==> src/design/pes_pkg.sv <==
// Shared types and constants of the pending event scheduler.
package pes_pkg;

  // Counts at or above this value are never picked while another slot qualifies
  localparam logic signed [31:0] NO_EVENT_LIMIT = 32'sd999999;

  typedef enum logic [2:0] {
    OP_TICK    = 3'd0,
    OP_ADD_ABS = 3'd1,
    OP_ADD_REL = 3'd2,
    OP_REMOVE  = 3'd3,
    OP_ACK     = 3'd4,
    OP_QUERY   = 3'd5
  } pes_op_e;

  typedef enum logic [2:0] {
    ST_IDLE,
    ST_EXEC,
    ST_SCAN,
    ST_READ,
    ST_WAIT
  } pes_state_e;

  // Controller to datapath
  typedef struct packed {
    logic capture;
    logic exec;
    logic scan;
    logic rd_issue;
    logic load_out;
  } pes_cmd_t;

  // Datapath to controller
  typedef struct packed {
    logic rescan;
    logic scan_done;
    logic out_free;
  } pes_sts_t;

endpackage

==> src/design/pending_event_scheduler.sv <==
// Top level of the pending event scheduler: stream ports around controller and datapath.
//
// Usage: each input item on the slave stream carries one operation in tuser (tick,
// add absolute, add relative, remove, acknowledge, query) and a slot plus a signed
// cycle amount in tdata. Every accepted item yields exactly one result item on the
// master stream: the slot due next, the 16-bit pending countdown, and the used mark
// and relative cycle count of the addressed slot.
// Sequence: tick, query and ignored ops pass from acceptance through execute, the
// addressed read and the result load; ops that touch the table add a scan that
// walks the slot memory one entry per cycle through its single read port, updating
// counts and tracking the earliest deadline. One item is in work at a time; the
// result register lets the next item be accepted while the last result waits.
// Reset clears all used marks, the countdown, the overrun and the active slot; slot
// counts read as zero until first written. If the receiver stalls, the result is
// held in its register, and a finished item waits for it before the block idles.
module pending_event_scheduler #(
  parameter int NUM_SLOTS = 8
) (
  input  logic        clk_i,
  input  logic        rst_ni,
  input  logic        s_axis_tvalid_i,
  output logic        s_axis_tready_o,
  input  logic [39:0] s_axis_tdata_i,   // [2:0] slot, [34:3] cycle_amount, zero pad
  input  logic [2:0]  s_axis_tuser_i,   // [2:0] op
  output logic        m_axis_tvalid_o,
  input  logic        m_axis_tready_i,
  output logic [55:0] m_axis_tdata_o    // [2:0] next_slot, [18:3] pending_count,
                                        // [19] slot_active, [51:20] cycles_passed, pad
);
  import pes_pkg::*;

  pes_cmd_t           cmd;
  pes_sts_t           sts;
  logic [2:0]         next_slot;
  logic signed [15:0] pending_count;
  logic               slot_active;
  logic signed [31:0] cycles_passed;

  // Sequence each item: execute, optional table scan, addressed read, result
  pes_ctrl u_ctrl (
    .clk_i      (clk_i),
    .rst_ni     (rst_ni),
    .in_valid_i (s_axis_tvalid_i),
    .in_ready_o (s_axis_tready_o),
    .sts_i      (sts),
    .cmd_o      (cmd)
  );

  // Slot table, deadline search and result register
  pes_dp #(
    .NUM_SLOTS (NUM_SLOTS)
  ) u_dp (
    .clk_i           (clk_i),
    .rst_ni          (rst_ni),
    .cmd_i           (cmd),
    .sts_o           (sts),
    .op_i            (s_axis_tuser_i),
    .slot_i          (s_axis_tdata_i[2:0]),
    .cycle_amount_i  (s_axis_tdata_i[34:3]),
    .out_ready_i     (m_axis_tready_i),
    .out_valid_o     (m_axis_tvalid_o),
    .next_slot_o     (next_slot),
    .pending_count_o (pending_count),
    .slot_active_o   (slot_active),
    .cycles_passed_o (cycles_passed)
  );

  // Pack result fields, lowest field first
  assign m_axis_tdata_o = {4'd0, cycles_passed, slot_active, pending_count, next_slot};

endmodule

==> src/design/pes_ctrl.sv <==
// Sequencing state machine of the pending event scheduler.
module pes_ctrl (
  input  logic              clk_i,
  input  logic              rst_ni,
  input  logic              in_valid_i,
  output logic              in_ready_o,
  input  pes_pkg::pes_sts_t sts_i,
  output pes_pkg::pes_cmd_t cmd_o
);
  import pes_pkg::*;

  pes_state_e state_q, state_d;

  always_ff @(posedge clk_i or negedge rst_ni) begin
    if (!rst_ni) begin
      state_q <= ST_IDLE;
    end else begin
      state_q <= state_d;
    end
  end

  always_comb begin
    state_d = state_q;
    case (state_q)
      ST_IDLE: begin
        if (in_valid_i) state_d = ST_EXEC;
      end
      ST_EXEC: begin
        state_d = sts_i.rescan ? ST_SCAN : ST_READ;
      end
      ST_SCAN: begin
        if (sts_i.scan_done) state_d = ST_READ;
      end
      ST_READ: begin
        state_d = ST_WAIT;
      end
      ST_WAIT: begin
        if (sts_i.out_free) state_d = ST_IDLE;
      end
      default: begin
        state_d = ST_IDLE;
      end
    endcase
  end

  always_comb begin
    in_ready_o     = 1'b0;
    cmd_o          = '0;
    case (state_q)
      ST_IDLE: begin
        in_ready_o    = 1'b1;
        cmd_o.capture = in_valid_i;
      end
      ST_EXEC: begin
        cmd_o.exec = 1'b1;
      end
      ST_SCAN: begin
        cmd_o.scan = 1'b1;
      end
      ST_READ: begin
        cmd_o.rd_issue = 1'b1;
      end
      ST_WAIT: begin
        cmd_o.load_out = sts_i.out_free;
      end
      default: begin
        in_ready_o = 1'b0;
      end
    endcase
  end

endmodule

==> src/design/pes_dp.sv <==
// Datapath of the pending event scheduler: slot table, scan unit and result register.
module pes_dp #(
  parameter int NUM_SLOTS = 8
) (
  input  logic               clk_i,
  input  logic               rst_ni,
  input  pes_pkg::pes_cmd_t  cmd_i,
  output pes_pkg::pes_sts_t  sts_o,
  input  logic [2:0]         op_i,
  input  logic [2:0]         slot_i,
  input  logic signed [31:0] cycle_amount_i,
  input  logic               out_ready_i,
  output logic               out_valid_o,
  output logic [2:0]         next_slot_o,
  output logic signed [15:0] pending_count_o,
  output logic               slot_active_o,
  output logic signed [31:0] cycles_passed_o
);
  import pes_pkg::*;

  localparam int SW = (NUM_SLOTS > 1) ? $clog2(NUM_SLOTS) : 1;
  localparam int CW = $clog2(NUM_SLOTS + 1);

  // Slot table: counts in a memory, marks in flops
  logic [31:0]          mem [NUM_SLOTS];
  logic [NUM_SLOTS-1:0] used_q;
  logic [NUM_SLOTS-1:0] wr_q;    // entry written since reset, else reads zero

  // Captured item
  pes_op_e     op_q;
  logic [2:0]  slot_q;
  logic [31:0] amt_q;
  logic        in_range_q;
  logic [SW-1:0] slot_idx;

  // Timer state
  logic [15:0]   countdown_q;
  logic [15:0]   overrun_q;
  logic [SW-1:0] act_q;
  logic [31:0]   act_cnt_q;      // mirror of the active slot's count

  // Scan state
  logic [CW-1:0] scan_cnt_q;
  logic          scan_vld_q;
  logic [SW-1:0] rd_idx_q;
  logic [31:0]   rd_data_q;
  logic          rd_wr_q;
  logic [31:0]   elapsed_q;
  logic          adv_q;
  logic          ack_q;
  logic [SW-1:0] best_idx_q, best_idx_d;
  logic [31:0]   best_cnt_q, best_cnt_d;
  logic          found_q, found_d;
  logic [31:0]   from_last_q;

  // Result register
  logic          out_valid_q;
  logic [2:0]    res_slot_q;
  logic [15:0]   res_count_q;
  logic          res_active_q;
  logic [31:0]   res_passed_q;

  // Memory port controls
  logic          we, re;
  logic [SW-1:0] wa, ra;
  logic [31:0]   wd;
  logic [31:0]   rd_val, scan_val, thr;
  logic          cand, scan_issue, scan_done;
  logic [31:0]   ovr_ext, cd_ext;

  assign slot_idx = SW'(slot_q);
  assign ovr_ext  = {{16{overrun_q[15]}}, overrun_q};
  assign cd_ext   = {{16{countdown_q[15]}}, countdown_q};
  assign rd_val   = rd_wr_q ? rd_data_q : 32'd0;
  // Only used slots advance; an unused slot keeps its stale count
  assign scan_val = used_q[rd_idx_q] ? (rd_val - elapsed_q) : rd_val;
  assign cand     = used_q[rd_idx_q] && !(ack_q && (rd_idx_q == act_q));
  assign thr      = found_q ? best_cnt_q : NO_EVENT_LIMIT;
  assign scan_issue = cmd_i.scan && (scan_cnt_q < CW'(NUM_SLOTS));
  assign scan_done  = cmd_i.scan && scan_vld_q && (rd_idx_q == SW'(NUM_SLOTS - 1));

  always_comb begin
    sts_o.rescan = ((op_q == OP_ADD_ABS || op_q == OP_ADD_REL || op_q == OP_REMOVE)
                    && in_range_q) || (op_q == OP_ACK);
    sts_o.scan_done = scan_done;
    sts_o.out_free  = !out_valid_q || out_ready_i;
  end

  // Running minimum; the first entry seeds it so an empty table falls to slot 0
  always_comb begin
    best_idx_d = best_idx_q;
    best_cnt_d = best_cnt_q;
    found_d    = found_q;
    if (scan_vld_q) begin
      if (rd_idx_q == '0) begin
        best_idx_d = '0;
        best_cnt_d = scan_val;
        found_d    = cand && ($signed(scan_val) < NO_EVENT_LIMIT);
      end else if (cand && ($signed(scan_val) < $signed(thr))) begin
        best_idx_d = rd_idx_q;
        best_cnt_d = scan_val;
        found_d    = 1'b1;
      end
    end
  end

  always_comb begin
    we = 1'b0;
    wa = slot_idx;
    wd = amt_q;
    re = 1'b0;
    ra = slot_idx;
    if (cmd_i.exec && in_range_q) begin
      if (op_q == OP_ADD_ABS) begin
        we = 1'b1;
        wd = amt_q + ovr_ext;
      end else if (op_q == OP_ADD_REL) begin
        we = 1'b1;
      end
    end
    if (cmd_i.scan && scan_vld_q && adv_q && used_q[rd_idx_q]) begin
      we = 1'b1;
      wa = rd_idx_q;
      wd = scan_val;
    end
    if (scan_issue) begin
      re = 1'b1;
      ra = scan_cnt_q[SW-1:0];
    end else if (cmd_i.rd_issue) begin
      re = 1'b1;
    end
  end

  always_ff @(posedge clk_i) begin
    if (we) mem[wa] <= wd;
    if (re) begin
      rd_data_q <= mem[ra];
      rd_wr_q   <= wr_q[ra];
    end
  end

  // Payload registers
  always_ff @(posedge clk_i) begin
    if (cmd_i.capture) begin
      slot_q     <= slot_i;
      amt_q      <= cycle_amount_i;
      in_range_q <= ({29'd0, slot_i} < 32'(NUM_SLOTS));
    end
    if (cmd_i.exec) begin
      elapsed_q <= ((op_q == OP_REMOVE && in_range_q) || op_q == OP_ACK)
                   ? (act_cnt_q - cd_ext) : 32'd0;
    end
    if (scan_issue) rd_idx_q <= scan_cnt_q[SW-1:0];
    best_idx_q <= best_idx_d;
    best_cnt_q <= best_cnt_d;
    if (cmd_i.rd_issue) from_last_q <= act_cnt_q - cd_ext;
    if (cmd_i.load_out) begin
      res_slot_q   <= 3'(act_q);
      res_count_q  <= countdown_q;
      res_active_q <= in_range_q ? used_q[slot_idx] : 1'b0;
      res_passed_q <= (in_range_q ? rd_val : 32'd0) - from_last_q;
    end
  end

  // Control and timer state
  always_ff @(posedge clk_i or negedge rst_ni) begin
    if (!rst_ni) begin
      op_q        <= OP_TICK;
      used_q      <= '0;
      wr_q        <= '0;
      countdown_q <= '0;
      overrun_q   <= '0;
      act_q       <= '0;
      act_cnt_q   <= '0;
      scan_cnt_q  <= '0;
      scan_vld_q  <= 1'b0;
      adv_q       <= 1'b0;
      ack_q       <= 1'b0;
      found_q     <= 1'b0;
      out_valid_q <= 1'b0;
    end else begin
      if (cmd_i.capture) op_q <= pes_op_e'(op_i);
      if (we) wr_q[wa] <= 1'b1;
      found_q    <= found_d;
      scan_vld_q <= scan_issue;
      if (scan_issue) scan_cnt_q <= scan_cnt_q + CW'(1);

      if (cmd_i.exec) begin
        scan_cnt_q <= '0;
        adv_q      <= (op_q == OP_ACK) || (op_q == OP_REMOVE && in_range_q);
        ack_q      <= (op_q == OP_ACK);
        case (op_q)
          OP_TICK: begin
            countdown_q <= countdown_q - amt_q[15:0];
          end
          OP_ADD_ABS, OP_ADD_REL: begin
            if (in_range_q) used_q[slot_idx] <= 1'b1;
          end
          OP_REMOVE: begin
            if (in_range_q) begin
              used_q[slot_idx] <= 1'b0;
              overrun_q        <= countdown_q;
            end
          end
          OP_ACK: begin
            overrun_q <= countdown_q;
          end
          default: ;
        endcase
      end

      // Load the winner and free the acknowledged slot
      if (scan_done) begin
        countdown_q <= best_cnt_d[15:0];
        act_q       <= best_idx_d;
        act_cnt_q   <= best_cnt_d;
        if (ack_q) used_q[act_q] <= 1'b0;
      end

      if (cmd_i.load_out) begin
        out_valid_q <= 1'b1;
      end else if (out_ready_i) begin
        out_valid_q <= 1'b0;
      end
    end
  end

  assign out_valid_o     = out_valid_q;
  assign next_slot_o     = res_slot_q;
  assign pending_count_o = res_count_q;
  assign slot_active_o   = res_active_q;
  assign cycles_passed_o = res_passed_q;

endmodule

==> config.mk <==
export PLATFORM = sky130hd
export DESIGN_NAME = pending_event_scheduler
export DESIGN_NICKNAME = d
export VERILOG_FILES = /design/src/design/pes_pkg.sv /design/src/design/pending_event_scheduler.sv /design/src/design/pes_ctrl.sv /design/src/design/pes_dp.sv
export SDC_FILE = /design/constraint.sdc
export NUM_CORES = 1
export LEC_CHECK = 0
export ABC_AREA = 1
export BUFFER_PORTS_ARGS = -buffer_cell sky130_fd_sc_hd__buf_2
export CORE_MARGIN = 1.5
export CORE_UTILIZATION = 50
export DETAILED_ROUTE_END_ITERATION = 12
export HOLD_SLACK_MARGIN = 0.06
export PLACE_DENSITY = 0.7
export SYNTH_ARGS = -nofsm -noshare
export SYNTH_HDL_FRONTEND = slang
export SYNTH_SLANG_ARGS = --single-unit
==> constraint.sdc <==
create_clock -name clk_i -period 9.4 [get_ports clk_i]
set_clock_uncertainty 0.05 [all_clocks]
set_input_delay 0.47 -clock clk_i [delete_from_list [all_inputs] [get_ports clk_i]]
set_output_delay 0.47 -clock clk_i [all_outputs]
set_load 0.05 [all_outputs]
# Yosys cells after proc, flatten, opt, wreduce, memory -nomap -nowiden
# Memories as Yosys holds them, arrays and structs flattened. A register that Yosys moved wholly into a read port is not among the register bits.
# Cells that the tools add are included.
[word_totals] register_bits=288 ramBits=256 in_bits=47 output_inout_bits=58 word_cells=156 n_memories=1
[mem_list] name="u_dp.mem" depth=8 word_bits=32 read_ports=1 rd_clocked_by_memory_dff=1 write_ports=1 line="pes_dp.sv:25" source="logic [31:0] mem [NUM_SLOTS];"
[op_classes] add_sub_neg=6 order_cmp=11 eq_ne=13 mux=59 n_bitwise=6 reduce_logical=34
[ops] operator="2-to-1 mux 32 bit" n=9
[ops] operator="subtractor 32 bit" n=3
[ops] operator="2-to-1 mux 16 bit" n=4
[ops] operator="adder 32 bit" n=1
[ops] operator="< comparator 32 x 21 -> 1 bit, second input constant" n=1
[ops] operator="< comparator 32 bit" n=1
[ops] operator="2-to-1 mux 1 bit" n=25
[ops] operator="2-to-1 mux 3 bit" n=8
[ops] operator="2-to-1 mux 8 bit" n=3
[ops] operator="< comparator 3 x 4 -> 1 bit, second input constant" n=5
[ops] operator="AND 8 bit" n=2
[ops] operator="NOT 8 bit" n=2
[ops] operator="bitwise OR 8 bit" n=2
[ops] operator="one-hot mux 8 bit (2 select lines)" n=1
[ops] operator="subtractor 16 bit" n=1
[ops] operator="one-hot mux 3 bit (5 select lines)" n=1
[ops] operator="== test 3 x 2 -> 1 bit, second input constant" n=4
[ops] operator="logical AND 1 bit" n=12
[ops] operator="nonzero test 2 bit" n=6
[ops] operator="binary-select mux 1 bit (select 3 bit)" n=3
[ops] operator="demux 1 bit (select 3 bit)" n=3
[ops] operator="== test 3 bit, second input constant" n=3
[ops] operator=">= comparator 3 x 1 -> 1 bit, second input constant" n=3
[ops] operator="logical NOT 3 bit" n=3
[ops] operator="12 further kinds" n=23

# Logic depth before layout (Yosys ltp)
[logic_depth] depth_word=11 mapped_depth=38 ltp_nobuf=35

# Cells and area by module
# Synthesis repeated with hierarchy kept, for this count alone.
[hier_totals] hier_cells=3287 hier_area_um2=30580.6
[by_module_without_submodules] module="pes_dp" n_inst=1 cells_each=3250 area_per_inst_um2=30340.3 seq_area_each_um2=16380.7
[by_module_without_submodules] module="pes_ctrl" n_inst=1 cells_each=31 area_per_inst_um2=198.9 seq_area_each_um2=75.1
[by_module_without_submodules] module="pending_event_scheduler" n_inst=1 cells_each=6 area_per_inst_um2=41.3 seq_area_each_um2=0.0

# Worst setup path after synthesis
# No wires, ideal clock.
[synth_timing] path_type="register -> register" from="reg u_dp.rd_wr_q" to="reg u_dp.best_cnt_q[10]" setup_time_ns=0.115 arrival_time_ns=4.332 required_ns=9.235 setup_slack_ns=4.903 path_stages_with_launch=35 path_buffers=4 synth_period_minus_slack_ns=4.497 cell_sequence="edfxtp_1 buf_4 clkbuf_1 buf_1 nand2_1 inv_1 ha_1 nand2_1 a21oi_1 nand2_1 nand2_1 nand2_1 nand2_1 a21oi_1 o21bai_1 nand3_1 nand2_1 xor2_1 nand2_1 o21ai_0 inv_1 ha_1 nand4_1 nor2_1 nand3_1 nor2_1 nand3_1 nand2_1 nor2_1 nand2_1 nand2_2 nand4_4 buf_2 nand3b_1 and2_1"
[synth_between] elab_chain_len=8
[synth_lines] element="from (decl)" line="pes_dp.sv:47" source="logic rd_wr_q;"
[synth_lines] element="from (signal assigned)" line="pes_dp.sv:138" source="rd_wr_q <= wr_q[ra];"
[synth_lines] element="2-to-1 mux 32 bit (*)" line="pes_dp.sv:74" source="assign rd_val = rd_wr_q ? rd_data_q : 32'd0;"
[synth_lines] element="subtractor 32 bit" line="pes_dp.sv:76" source="assign scan_val = used_q[rd_idx_q] ? (rd_val - elapsed_q) : rd_val;"
[synth_lines] element="2-to-1 mux 32 bit (*)" line="pes_dp.sv:76"
[synth_lines] element="< comparator 32 bit" line="pes_dp.sv:99" source="end else if (cand && ($signed(scan_val) < $signed(thr))) begin"
[synth_lines] element="logical AND 1 bit" line="pes_dp.sv:99"
[synth_lines] element="2-to-1 mux 32 bit" line="pes_dp.sv:99"
[synth_lines] element="2-to-1 mux 32 bit (*)" line="pes_dp.sv:95" source="if (rd_idx_q == '0) begin"
[synth_lines] element="2-to-1 mux 32 bit (*)" line="pes_dp.sv:94" source="if (scan_vld_q) begin"
[synth_lines] element="net u_dp.best_cnt_d[10]" line="pes_dp.sv:52" source="logic [31:0] best_cnt_q, best_cnt_d;"
[synth_lines] element="to (signal assigned)" line="pes_dp.sv:155" source="best_cnt_q <= best_cnt_d;"
[synth_lines] element="to (decl)" line="pes_dp.sv:52"
# The timed path passes the listed nets; every way through them passes the cells marked *.
# A chain may end at the register's enable or synchronous reset.

# Final worst setup path
[layout_timing] from="reg u_dp.rd_wr_q" to="reg u_dp.act_cnt_q[0]"
[layout_between] elab_chain_len=8
[layout_lines] element="2-to-1 mux 32 bit (*)" line="pes_dp.sv:74"
[layout_lines] element="subtractor 32 bit" line="pes_dp.sv:76"
[layout_lines] element="2-to-1 mux 32 bit (*)" line="pes_dp.sv:76"
[layout_lines] element="< comparator 32 bit" line="pes_dp.sv:99"
[layout_lines] element="logical AND 1 bit" line="pes_dp.sv:99"
[layout_lines] element="2-to-1 mux 32 bit" line="pes_dp.sv:99"
[layout_lines] element="2-to-1 mux 32 bit (*)" line="pes_dp.sv:95"
[layout_lines] element="2-to-1 mux 32 bit (*)" line="pes_dp.sv:94"
[layout_lines] element="to (signal assigned)" line="pes_dp.sv:216" source="act_cnt_q <= best_cnt_d;"
[layout_lines] element="to (decl)" line="pes_dp.sv:40" source="logic [31:0] act_cnt_q;"
# Every way passes the cells marked *; elsewhere a longest branch is shown, timed or not.

==> impl_metrics.py <==
metrics = {
    "cts": {
        "htree_levels": 2,
        "clk_pin_slew_ns": 0.07,
        "cts_root_buf": "clkbuf_16",
        "cts_buffers": 60,
        "clock_path_buffers": 3,
        "cts_resized": 0,
        "cts_tree": "yes",
        "numClockSinks": 576,
        "cts_hold_buf": 40,
        "worst_skew_pair.late_latency_ns": 0.66,
        "cts_setup_buffers": 0,
    },
    "run_status": {
        "status": "finished clean",
    },
    "floorplanning": {
        "ioPinCount": 105,
        "start_util": 0.508,
        "die_w_microns": 251,
        "core_area_sq_um": 60500,
        "rows": 90,
        "die_y_microns": 251,
        "dieArea_sq_um": 62900,
    },
    "synthesis": {
        "synth-async-reset-ratio": 0.170,
        "synthesis.instances": 3333,
        "synth-seq-cells": 576,
        "synthFlopType": "edfxtp_1",
        "yosys-top-cells-count": "nand2_1, edfxtp_1, nor2_1",
        "synth.most_common_cell": "nand2_1",
        "synth_warnings": 0,
        "synth.top_cells.by_area": "edfxtp_1, dfrtp_1, nand2_1",
        "synth_enable_flop_cells": 443,
        "yosysTopAreaCellShare": 0.433,
        "ys_seq_area_frac": 0.536,
        "synth_cell_types": 54,
        "syn_avg_cell_area_sq_um": 9.21,
        "synth_area_leader_cell": "edfxtp_1",
        "syn_area_sq_um": 30700,
    },
    "routing": {
        "via_per_inst": 5.45,
        "wl_met1_microns": 35100,
        "drt-total-wl_microns": 77600,
        "dr_total_vias": 23400,
        "drt-wirelength-per-cell_microns": 18.1,
        "ant_nets": 0,
        "wl_met2_microns": 35600,
        "drt_iter0_drc": 1922,
        "drc": 0,
        "highest_layer": "met4",
        "met3_wirelength_microns": 4860,
        "drt_pre_antenna_iters": 9,
    },
    "timing": {
        "slew_headroom": 0.115,
        "tns_ns": 0,
        "period_minus_slack_ns": 6.68,
        "setup_viol": 0,
        "max_freq_mhz": 150,
        "hold_violations": 0,
        "slew_viol_final": 0,
        "worst_pin_slew_ns": 1.31,
        "finalCritPeriodShare": 0.711,
        "rsz0062_at_grt": "no",
    },
    "critical_path": {
        "rrSetupSlack_ns": 2.72,
        "start_kind": "flip-flop",
        "cp_slowest_cell": "nand2_4",
        "cp_common_cell": "nand2_1",
        "worstPathRequired_ns": 9.87,
        "critPathCaptureType": "flip-flop",
        "worst_ep_arrival_time_ns": 7.15,
        "critical_path_class": "flip-flop to flip-flop",
        "cp_max_fo": 34,
        "crit_path_max_incr_delay_ns": 0.59,
    },
    "placed_design": {
        "hpwl_microns": 53900,
        "place_inst": 4141,
        "io_buffers": 95,
        "gp_congestion": 0.937,
    },
    "pwr": {
        "clkPwrFrac": 0.175,
        "internal_power_mw": 7.49,
        "powerDensity_nw_per_um2": 401,
        "power.share.sequential": 0.292,
        "switching_share": 0.458,
        "leakage_nw": 15.0,
        "switchingPower_mw": 6.34,
        "p_comb_frac": 0.533,
        "peakVddDrop_v": 0.000171,
    },
    "global_route": {
        "antenna_found_initial": 0,
        "grt_overflow": 0,
        "grt_max_degree": 101,
        "grt.total_usage": 0.246,
        "grt_pass1_wl_microns": 121000,
        "grt_pass1_vias": 22200,
    },
    "cells_and_area": {
        "drive_above_1_share": 0.0792,
        "finalNonFillerCells": 4294,
        "syn2layout_area_growth_pct": 12.4,
        "n_antenna_cell": 0,
        "fin_nets": 3678,
    },
    "job": {
        "max_cap_viol_count": 0,
    },
    "worst_hold_path": {
        "hold_path.class": "input pin to flip-flop",
    },
}
[metrics by stage]
step,util,worst slack [ns],instance area [sq um],power [mW],hold WS [ns]
finish,0.571,2.72,34500,13.8,0.201
global route,0.571,2.18,34500,14.9,0.223
CTS,0.571,2.78,34500,13.8,0.178
detailed placement,0.530,2.82,32100,11.3,0.398
global placement,0.530,2.87,32100,11.2,0.393
floorplan,-,4.90,30700,9.35,0.124
[sequential cells by signal (all words and copies together) (netlist names), 4 cells and up]
signal	cells
u_dp.mem	256
u_dp.act_cnt_q	32
u_dp.amt_q	32
u_dp.best_cnt_q	32
u_dp.cycles_passed_o	32
u_dp.elapsed_q	32
u_dp.from_last_q	32
u_dp.rd_data_q	32
u_dp.countdown_q	16
u_dp.overrun_q	16
u_dp.pending_count_o	16
u_dp.used_q	8
u_dp.wr_q	8
u_dp.scan_cnt_q	4
[cells by family after synthesis]
logic type | synth area share
simple gates | 0.175
compound gates | 0.123
flops | 0.536
buf+inv | 0.0656
fa+ha+maj | 0.0705
xor+xnor | 0.0285
mux | 0.00102
other cells | 0.000122
[routing by layer]
metal  global-route usage  vias up
met4               0.0772        0
met3               0.0301      113
li1                     -    11600
met2                0.397      739
met5                    0        -
met1                0.348    11000
[worst max-delay path, delay by kind of cell (launching register included)]
kind	cells	cell delay (ns)
simple gates	21	3.73
fa+ha+maj	3	1.00
buf+inv	5	0.76
compound gates	4	0.58
flops	1	0.32
[path summary, 6_finish.rpt]
| path | from | end | depth (start not counted) |
|---|---|---|---|
| worst max-delay path | u_dp.rd_wr_q | u_dp.act_cnt_q[0] | 33 |
| min in group asynchronous | rst_ni | u_dp.out_valid_o | 2 |
| worst max register to register | u_dp.rd_wr_q | u_dp.act_cnt_q[0] | 33 |
| max in group asynchronous | rst_ni | u_dp.overrun_q[1] | 3 |
| worst min-delay path | s_axis_tvalid_i | u_ctrl.state_q[0] | 5 |
| worst min register to register | u_dp.wr_q[4] | u_dp.wr_q[4] | 2 |
[area by class of cell]
type | count | area (sq um)
repair buffers | 167 | 1120
multi-input cells | 2239 | 12400
clock inverters | 28 | 300
fillers | 5204 | 26000
well taps | 782 | 978
flip-flops and latches | 576 | 16500
inverters | 417 | 1570
clock buffers | 85 | 1740
[cell usage in the layout (no fill, tap or decap), drive strengths merged, types with 25 or more instances in the layout]
master	instances
a21oi	174
a31oi	60
and2	32
buf	127
clkbuf	85
clkinv	25
dfrtp	98
dfxtp	35
dlygate4sd3	40
edfxtp	443
ha	165
inv	414
nand2	628
nand3	114
nand3b	34
nor2	415
o21ai	306
o22ai	52
xnor2	44
xor2	56
[power by group through the flow]
stage / registers, mW / logic, mW / clock network (mW)
CTS: 4.04 / 7.29 / 2.46
global route: 4.09 / 8.25 / 2.56
floorplan: 4.09 / 5.26 / 0
finish: 4.04 / 7.37 / 2.42
global placement: 4.07 / 7.09 / 0
detailed placement: 4.08 / 7.23 / 0
Power figures use the tool's default switching activity.
